<file path="config.mk">
export PLATFORM = sky130hd
export DESIGN_NAME = paged_memory_bank_mapper_flat
export DESIGN_NICKNAME = d
export VERILOG_FILES = /design/src/pmbm_pkg.sv /design/src/pmbm_if.sv /design/src/paged_memory_bank_mapper.sv /design/src/pmbm_csr.sv /design/src/pmbm_bank_regs.sv /design/src/pmbm_xlate.sv /design/src/flat_wrapper.sv
export SDC_FILE = /design/constraint.sdc
export NUM_CORES = 1
export LEC_CHECK = 0
export BUFFER_PORTS_ARGS = -buffer_cell sky130_fd_sc_hd__buf_2
export CAP_MARGIN = 30
export CORE_UTILIZATION = 35
export CTS_CLUSTER_DIAMETER = 30
export DETAILED_ROUTE_END_ITERATION = 7
export PLACE_DENSITY = 0.54
export SYNTH_ARGS = -nofsm -noshare
export SYNTH_HDL_FRONTEND = slang
export SYNTH_HIERARCHICAL = 1
export SYNTH_SLANG_ARGS = --single-unit
</file>
<file path="constraint.sdc">
create_clock -name clock -period 6.2 [get_ports clock]
set_clock_uncertainty 0.1 [all_clocks]
set_input_delay 0.93 -clock clock [delete_from_list [all_inputs] [get_ports clock]]
set_output_delay 0.93 -clock clock [all_outputs]
set_load 0.01 [all_outputs]
</file>
<file path="src/pmbm_pkg.sv">
`default_nettype none
package pmbm_pkg;

   localparam int unsigned ADDR_W = 20;
   localparam int unsigned PAGE_W = 6;
   localparam int unsigned OFFS_W = 14;
   localparam int unsigned SLOT_W = 2;
   localparam int unsigned NUM_SLOTS = 4;
   localparam int unsigned DATA_W = 8;
   localparam int unsigned OP_W = 2;
   localparam int unsigned PADDR_W = 4;
   localparam int unsigned PDATA_W = 32;
   localparam int unsigned REG_IDX_W = 2;

   // Transaction operation codes.
   localparam logic [OP_W-1:0] OP_MEM_READ = 2'd0;
   localparam logic [OP_W-1:0] OP_MEM_WRITE = 2'd1;
   localparam logic [OP_W-1:0] OP_SET_PAGE = 2'd2;
   localparam logic [OP_W-1:0] OP_SET_ENABLE = 2'd3;

   // Register indexes (byte address is 4 times the index).
   localparam logic [REG_IDX_W-1:0] REG_BANKED_MODE = 2'd0;
   localparam logic [REG_IDX_W-1:0] REG_NARROW_MAP = 2'd1;
   localparam logic [REG_IDX_W-1:0] REG_RAM_START = 2'd2;

   localparam logic [ADDR_W-1:0] RAM_START_RESET = 20'h80000;

   typedef struct packed {
      logic              banked_mode;
      logic              narrow_map;
      logic [ADDR_W-1:0] ram_start;
   } cfg_type;

   typedef struct packed {
      logic [NUM_SLOTS-1:0][PAGE_W-1:0] slot_pages;
      logic                             banking_on;
   } bank_type;

   typedef struct packed {
      logic [OP_W-1:0]   operation;
      logic [ADDR_W-1:0] address;
      logic [SLOT_W-1:0] slot_index;
      logic [DATA_W-1:0] data;
   } req_type;

   typedef struct packed {
      logic [ADDR_W-1:0] mapped_address;
      logic              write_strobe;
      logic              rom_write_blocked;
   } rsp_type;

endpackage
`default_nettype wire

</file>
<file path="src/pmbm_if.sv">
`default_nettype none
interface pmbm_req_if;
   logic                               valid;
   logic                               ready;
   logic [pmbm_pkg::OP_W-1:0]   operation;
   logic [pmbm_pkg::ADDR_W-1:0] address;
   logic [pmbm_pkg::SLOT_W-1:0] slot_index;
   logic [pmbm_pkg::DATA_W-1:0] data;

   modport source (output valid, operation, address, slot_index, data, input ready);
   modport sink (input valid, operation, address, slot_index, data, output ready);
endinterface

interface pmbm_rsp_if;
   logic                               valid;
   logic                               ready;
   logic [pmbm_pkg::ADDR_W-1:0] mapped_address;
   logic                               write_strobe;
   logic                               rom_write_blocked;

   modport source (output valid, mapped_address, write_strobe, rom_write_blocked,
                   input ready);
   modport sink (input valid, mapped_address, write_strobe, rom_write_blocked,
                 output ready);
endinterface
`default_nettype wire

</file>
<file path="src/paged_memory_bank_mapper.sv">
`default_nettype none
// Channel   Port             Direction  Moves
// request   req_chan         in         operation, address, slot_index, data
// response  rsp_chan         out        mapped_address, write_strobe, rom_write_blocked
// config    psel..prdata     in/out     banked_mode, narrow_map, ram_start
//
// One transaction is accepted per cycle while the response side does not stall;
// it passes through the input register and then the response register.
// Reset clears both valid flags, the slot pages, the banking enable and the
// configuration registers (ram_start returns to 0x80000).
// A stalled response holds in its register; the input register still takes a
// new transaction whenever its content moves on in the same cycle.
module paged_memory_bank_mapper (
   input  wire logic                               clock,
   input  wire logic                               reset,
   pmbm_req_if.sink                                req_chan,
   pmbm_rsp_if.source                              rsp_chan,
   input  wire logic                               psel,
   input  wire logic                               penable,
   input  wire logic                               pwrite,
   input  wire logic [pmbm_pkg::PADDR_W-1:0] paddr,
   input  wire logic [pmbm_pkg::PDATA_W-1:0] pwdata,
   output logic      [pmbm_pkg::PDATA_W-1:0] prdata,
   output logic                                    pready
);

   pmbm_pkg::cfg_type  cfg;
   pmbm_pkg::bank_type bank;
   pmbm_pkg::req_type  req_ff;
   pmbm_pkg::req_type  req_in;
   pmbm_pkg::rsp_type  rsp_ff;
   pmbm_pkg::rsp_type  rsp_in;
   logic req_valid_ff;
   logic req_valid_in;
   logic rsp_valid_ff;
   logic rsp_valid_in;
   logic advance;
   logic req_take;

   pmbm_csr u_csr (
      .clock   (clock),
      .reset   (reset),
      .psel    (psel),
      .penable (penable),
      .pwrite  (pwrite),
      .paddr   (paddr),
      .pwdata  (pwdata),
      .prdata  (prdata),
      .pready  (pready),
      .cfg     (cfg)
   );

   // The held transaction moves into the response register when that register
   // is empty or being drained. Bank state updates at the same edge, so the
   // next transaction in the input register already sees it.
   assign advance = req_valid_ff & (~rsp_valid_ff | rsp_chan.ready);
   assign req_chan.ready = ~req_valid_ff | advance;
   assign req_take = req_chan.valid & req_chan.ready;

   pmbm_bank_regs u_bank_regs (
      .clock       (clock),
      .reset       (reset),
      .update      (advance),
      .req         (req_ff),
      .banked_mode (cfg.banked_mode),
      .bank        (bank)
   );

   pmbm_xlate u_xlate (
      .req  (req_ff),
      .cfg  (cfg),
      .bank (bank),
      .rsp  (rsp_in)
   );

   always_comb begin
      req_in.operation = req_chan.operation;
      req_in.address = req_chan.address;
      req_in.slot_index = req_chan.slot_index;
      req_in.data = req_chan.data;
      req_valid_in = req_take | (req_valid_ff & ~advance);
      rsp_valid_in = advance | (rsp_valid_ff & ~rsp_chan.ready);
   end

   always_ff @(posedge clock) begin
      if (reset) begin
         req_valid_ff <= 1'b0;
         rsp_valid_ff <= 1'b0;
      end else begin
         req_valid_ff <= req_valid_in;
         rsp_valid_ff <= rsp_valid_in;
      end
   end

   always_ff @(posedge clock) begin
      if (req_take) begin
         req_ff <= req_in;
      end
      if (advance) begin
         rsp_ff <= rsp_in;
      end
   end

   assign rsp_chan.valid = rsp_valid_ff;
   assign rsp_chan.mapped_address = rsp_ff.mapped_address;
   assign rsp_chan.write_strobe = rsp_ff.write_strobe;
   assign rsp_chan.rom_write_blocked = rsp_ff.rom_write_blocked;

endmodule
`default_nettype wire

</file>
<file path="src/pmbm_csr.sv">
`default_nettype none
module pmbm_csr (
   input  wire logic                               clock,
   input  wire logic                               reset,
   input  wire logic                               psel,
   input  wire logic                               penable,
   input  wire logic                               pwrite,
   input  wire logic [pmbm_pkg::PADDR_W-1:0] paddr,
   input  wire logic [pmbm_pkg::PDATA_W-1:0] pwdata,
   output logic      [pmbm_pkg::PDATA_W-1:0] prdata,
   output logic                                    pready,
   output pmbm_pkg::cfg_type                       cfg
);

   pmbm_pkg::cfg_type cfg_ff;
   pmbm_pkg::cfg_type cfg_in;
   logic [pmbm_pkg::REG_IDX_W-1:0] reg_idx;
   logic write_en;

   assign pready = 1'b1;
   assign reg_idx = paddr[pmbm_pkg::PADDR_W-1:2];
   assign write_en = psel & penable & pwrite & pready;

   always_comb begin
      cfg_in = cfg_ff;
      if (write_en) begin
         case (reg_idx)
            pmbm_pkg::REG_BANKED_MODE: cfg_in.banked_mode = pwdata[0];
            pmbm_pkg::REG_NARROW_MAP: cfg_in.narrow_map = pwdata[0];
            pmbm_pkg::REG_RAM_START: cfg_in.ram_start = pwdata[pmbm_pkg::ADDR_W-1:0];
            default: cfg_in = cfg_ff;
         endcase
      end
   end

   always_ff @(posedge clock) begin
      if (reset) begin
         cfg_ff.banked_mode <= 1'b0;
         cfg_ff.narrow_map <= 1'b0;
         cfg_ff.ram_start <= pmbm_pkg::RAM_START_RESET;
      end else begin
         cfg_ff <= cfg_in;
      end
   end

   always_comb begin
      case (reg_idx)
         pmbm_pkg::REG_BANKED_MODE: prdata = {31'd0, cfg_ff.banked_mode};
         pmbm_pkg::REG_NARROW_MAP: prdata = {31'd0, cfg_ff.narrow_map};
         pmbm_pkg::REG_RAM_START: prdata = {12'd0, cfg_ff.ram_start};
         default: prdata = '0;
      endcase
   end

   assign cfg = cfg_ff;

endmodule
`default_nettype wire

</file>
<file path="src/pmbm_bank_regs.sv">
`default_nettype none
module pmbm_bank_regs (
   input  wire logic                clock,
   input  wire logic                reset,
   input  wire logic                update,
   input  wire pmbm_pkg::req_type   req,
   input  wire logic                banked_mode,
   output pmbm_pkg::bank_type       bank
);

   pmbm_pkg::bank_type bank_ff;
   pmbm_pkg::bank_type bank_in;

   // Page and enable writes only reach the card when it is fitted.
   always_comb begin
      bank_in = bank_ff;
      if (update && banked_mode) begin
         case (req.operation)
            pmbm_pkg::OP_SET_PAGE:
               bank_in.slot_pages[req.slot_index] = req.data[pmbm_pkg::PAGE_W-1:0];
            pmbm_pkg::OP_SET_ENABLE: bank_in.banking_on = req.data[0];
            default: bank_in = bank_ff;
         endcase
      end
   end

   always_ff @(posedge clock) begin
      if (reset) begin
         bank_ff <= '0;
      end else begin
         bank_ff <= bank_in;
      end
   end

   assign bank = bank_ff;

endmodule
`default_nettype wire

</file>
<file path="src/pmbm_xlate.sv">
`default_nettype none
module pmbm_xlate (
   input  wire pmbm_pkg::req_type  req,
   input  wire pmbm_pkg::cfg_type  cfg,
   input  wire pmbm_pkg::bank_type bank,
   output pmbm_pkg::rsp_type       rsp
);

   logic [pmbm_pkg::ADDR_W-1:0] addr_bank;
   logic [pmbm_pkg::ADDR_W-1:0] addr_map;
   logic is_mem;
   logic is_write;
   logic in_ram;

   always_comb begin
      addr_bank = req.address;
      if (cfg.banked_mode) begin
         addr_bank = {4'd0, req.address[15:0]};
         if (bank.banking_on) begin
            addr_bank = {bank.slot_pages[req.address[15:14]],
                         req.address[pmbm_pkg::OFFS_W-1:0]};
         end
      end
      addr_map = addr_bank;
      if (cfg.narrow_map) begin
         // Keep 19 bits; the upper 256K holds a 128K RAM seen twice.
         addr_map[19] = 1'b0;
         if (addr_bank[18]) begin
            addr_map[17] = 1'b0;
         end
      end
   end

   assign is_mem = (req.operation == pmbm_pkg::OP_MEM_READ) ||
                   (req.operation == pmbm_pkg::OP_MEM_WRITE);
   assign is_write = (req.operation == pmbm_pkg::OP_MEM_WRITE);
   assign in_ram = (addr_map >= cfg.ram_start);

   assign rsp.mapped_address = is_mem ? addr_map : '0;
   assign rsp.write_strobe = is_write & in_ram;
   assign rsp.rom_write_blocked = is_write & ~in_ram;

endmodule
`default_nettype wire

</file>
<file path="src/flat_wrapper.sv">
// flat-port wrapper written by rule: the top's interface ports become plain ports
module paged_memory_bank_mapper_flat 
  (clock, reset, psel, penable, pwrite, paddr, pwdata, prdata, pready, req_chan_valid, req_chan_operation, req_chan_address, req_chan_slot_index, req_chan_data, req_chan_ready, rsp_chan_valid, rsp_chan_mapped_address, rsp_chan_write_strobe, rsp_chan_rom_write_blocked, rsp_chan_ready);
  pmbm_req_if req_chan_i ();
  pmbm_rsp_if rsp_chan_i ();
  input  wire logic clock;
  input  wire logic reset;
  input  wire logic psel;
  input  wire logic penable;
  input  wire logic pwrite;
  input  wire logic [pmbm_pkg::PADDR_W-1:0] paddr;
  input  wire logic [pmbm_pkg::PDATA_W-1:0] pwdata;
  output logic      [pmbm_pkg::PDATA_W-1:0] prdata;
  output logic pready;
  input wire logic [$bits(req_chan_i.valid)-1:0] req_chan_valid;
  input wire logic [$bits(req_chan_i.operation)-1:0] req_chan_operation;
  input wire logic [$bits(req_chan_i.address)-1:0] req_chan_address;
  input wire logic [$bits(req_chan_i.slot_index)-1:0] req_chan_slot_index;
  input wire logic [$bits(req_chan_i.data)-1:0] req_chan_data;
  output wire logic [$bits(req_chan_i.ready)-1:0] req_chan_ready;
  output wire logic [$bits(rsp_chan_i.valid)-1:0] rsp_chan_valid;
  output wire logic [$bits(rsp_chan_i.mapped_address)-1:0] rsp_chan_mapped_address;
  output wire logic [$bits(rsp_chan_i.write_strobe)-1:0] rsp_chan_write_strobe;
  output wire logic [$bits(rsp_chan_i.rom_write_blocked)-1:0] rsp_chan_rom_write_blocked;
  input wire logic [$bits(rsp_chan_i.ready)-1:0] rsp_chan_ready;
  assign req_chan_i.valid = req_chan_valid;
  assign req_chan_i.operation = req_chan_operation;
  assign req_chan_i.address = req_chan_address;
  assign req_chan_i.slot_index = req_chan_slot_index;
  assign req_chan_i.data = req_chan_data;
  assign req_chan_ready = req_chan_i.ready;
  assign rsp_chan_valid = rsp_chan_i.valid;
  assign rsp_chan_mapped_address = rsp_chan_i.mapped_address;
  assign rsp_chan_write_strobe = rsp_chan_i.write_strobe;
  assign rsp_chan_rom_write_blocked = rsp_chan_i.rom_write_blocked;
  assign rsp_chan_i.ready = rsp_chan_ready;
  paged_memory_bank_mapper u_core (.clock(clock), .reset(reset), .req_chan(req_chan_i), .rsp_chan(rsp_chan_i), .psel(psel), .penable(penable), .pwrite(pwrite), .paddr(paddr), .pwdata(pwdata), .prdata(prdata), .pready(pready));
endmodule
</file>
==> out/metrics.yaml <==
hp-class: "reg2reg"
drtPass1Iterations: 4
r2r_slack_ns: 3.16
grt_max_degree: 76
finalMaxSlewViolations: 0
setup_viol: 0
die_w_um: 120
synthesis.area_mm2: 0.00486
worstPathRequired_ns: 6.26
core_area_mm2: 0.0134
syn_avg_cell_area_um2: 11.9
p_leak_nw: 2.43
route.vias.total: 3077
cellPowerDensity_mw_per_mm2: 246
period_minus_slack_ns: 3.04
worst_setup_path_start_kind: "register"
grt_pass1_vias: 3069
r2r_start: "u_core/req_ff[24]$_DFFE_PP_"
cts_tree: "yes"
min_from: "u_core/u_bank_regs/bank[16]$_SDFFE_PP0P_"
dp.final_hpwl_mm: 7.40
hold_violations: 0
grt_pass1_wl_mm: 16.1
wire_per_inst_um: 15.0
r2r_cells: 10
maxSlewHeadroom: 0.465
slowest_stage: "edfxtp_1"
cts-resized-gates: 0
crit_type: "reg2reg"
period_share: 0.490
timing.fmax_mhz: 329
drcViolationCount: 0
drt-total-wl_mm: 10.3
cts_sinks: 101
crit-reg2reg-capture: "u_core/rsp_chan.rom_write_blocked$_DFFE_PP_"
cp_max_fo: 8
synth_cells: 410
nNetsFinal: 601
cap_violations: 0
clockBufferDepth: 2
postCtsSetupBuffers: 0
rows: 42
clk_pin_slew_worst_paths_ns: 0.07
layout-drive-gt1-share: 0.272
final_cell_mix: "102 x buf_2, 74 x nand2b_1, 52 x edfxtp_1"
endpoint_kind: "register"
crit_path_end: "u_core/rsp_chan.rom_write_blocked$_DFFE_PP_"
drt-initial-drc-count: 78
track_usage: 0.153
layout_commonest_cell: "buf_2"
startpoint: "u_core/req_ff[24]$_DFFE_PP_"
antenna_found_initial: 0
peakVddDrop_v: 0.000130
status: "finished, final reports clean"
vias_per_cell: 4.48
h-tree-depth: 3
syn2layout_area_growth_pct: 18.6
hold_buffers: 0
rsz0062_at_grt: "false"
dieArea_mm2: 0.0144
tns_ns: 0
fp.dieH_um: 120
ios: 132
cp_cell_sequence: "mux4_2 -> nand3_2 -> o21ai_2 -> a21oi_2 -> ha_1 -> a21oi_1 -> nor2b_1 -> o21ai_0 -> nand3_1 -> nor3b_1"
grt_overflow_total: 0
drtAntennaViolNets: 0
final_util: 0.430
clock_latency_ns: 0.36
antenna_cells: 0
start_util: 0.363
cts_root_buf: "clkbuf_16"
crit_arrival_ns: 3.10
cts_buffers: 9
place.gp.congestion: 0.728
slowest_delay_ns: 0.62
tightest_slew_ns: 0.802
synth_warnings: 6
port_buffers: 102
cell type report:
| type | instances | area (um^2) |
|---|---|---|
| clock buffer | 9 | 225 |
| clock inverter | 7 | 73.8 |
| fill | 1297 | 7640 |
| inverter | 24 | 90.1 |
| multi-input combinational | 265 | 2070 |
| sequential | 101 | 2540 |
| tap | 176 | 220 |
| timing repair buffer | 105 | 546 |
worst min path at each step:
stage	end	slack (ns)	depth (start not counted)
6_report	u_core/u_bank_regs/bank[16]$_SDFFE_PP0P_	0.37	2
3_3_place_gp	u_core/u_bank_regs/bank[24]$_SDFFE_PP0P_	0.35	2
4_1_cts	u_core/u_bank_regs/bank[12]$_SDFFE_PP0P_	0.38	2
5_1_grt	u_core/u_bank_regs/bank[5]$_SDFFE_PP0P_	0.39	2
3_5_place_dp	u_core/u_bank_regs/bank[12]$_SDFFE_PP0P_	0.37	2
2_1_floorplan	u_core/u_bank_regs/bank[21]$_SDFFE_PP0P_	0.34	2
per-stage QoR:
| stage | total power [mW] | hold slack [ns] | instance area, um^2 | cells | worst slack, ns |
|---|---|---|---|---|---|
| final | 1.42 | 0.373 | 5760 | 687 | 3.16 |
| after global placement | 0.861 | 0.354 | 5440 | 670 | 3.20 |
| after CTS | 1.44 | 0.377 | 5740 | 686 | 3.13 |
| after detailed placement | 0.864 | 0.365 | 5440 | 670 | 3.15 |
| after floorplan | 0.822 | 0.344 | 4900 | 421 | 3.70 |
| after global routing | 1.48 | 0.389 | 5760 | 687 | 2.96 |
report_power, final:
part	switching, mW	internal (mW)	leakage (nW)
clock network	0.256	0.316	0.151
logic	0.0554	0.0500	1.38
registers	0.0158	0.727	0.898
total	0.328	1.09	2.43
flip-flops by register name, indices dropped and copies added (netlist names):
name and cells:
u_core/req_ff 30, u_core/req_valid_ff 1, u_core/rsp_chan.mapped_address 20, u_core/rsp_chan.rom_write_blocked 1, u_core/rsp_chan.valid 1, u_core/rsp_chan.write_strobe 1
u_core/u_bank_regs/bank 25, u_core/u_csr/cfg 22
layer usage:
layer / wire (um) / global-route usage
met5: 0 / 0
met4: 161 / 0.0633
met3: 415 / 0.0385
met2: 4770 / 0.248
met1: 4930 / 0.192
worst max-delay path, delay by kind of cell (launching register included):
kind | cells | cell delay (ns)
compound gates | 4 | 0.71
flops | 1 | 0.62
simple gates | 4 | 0.56
mux | 1 | 0.59
fa+ha+maj | 1 | 0.26
Note: power is estimated with default switching activity, not from simulation.
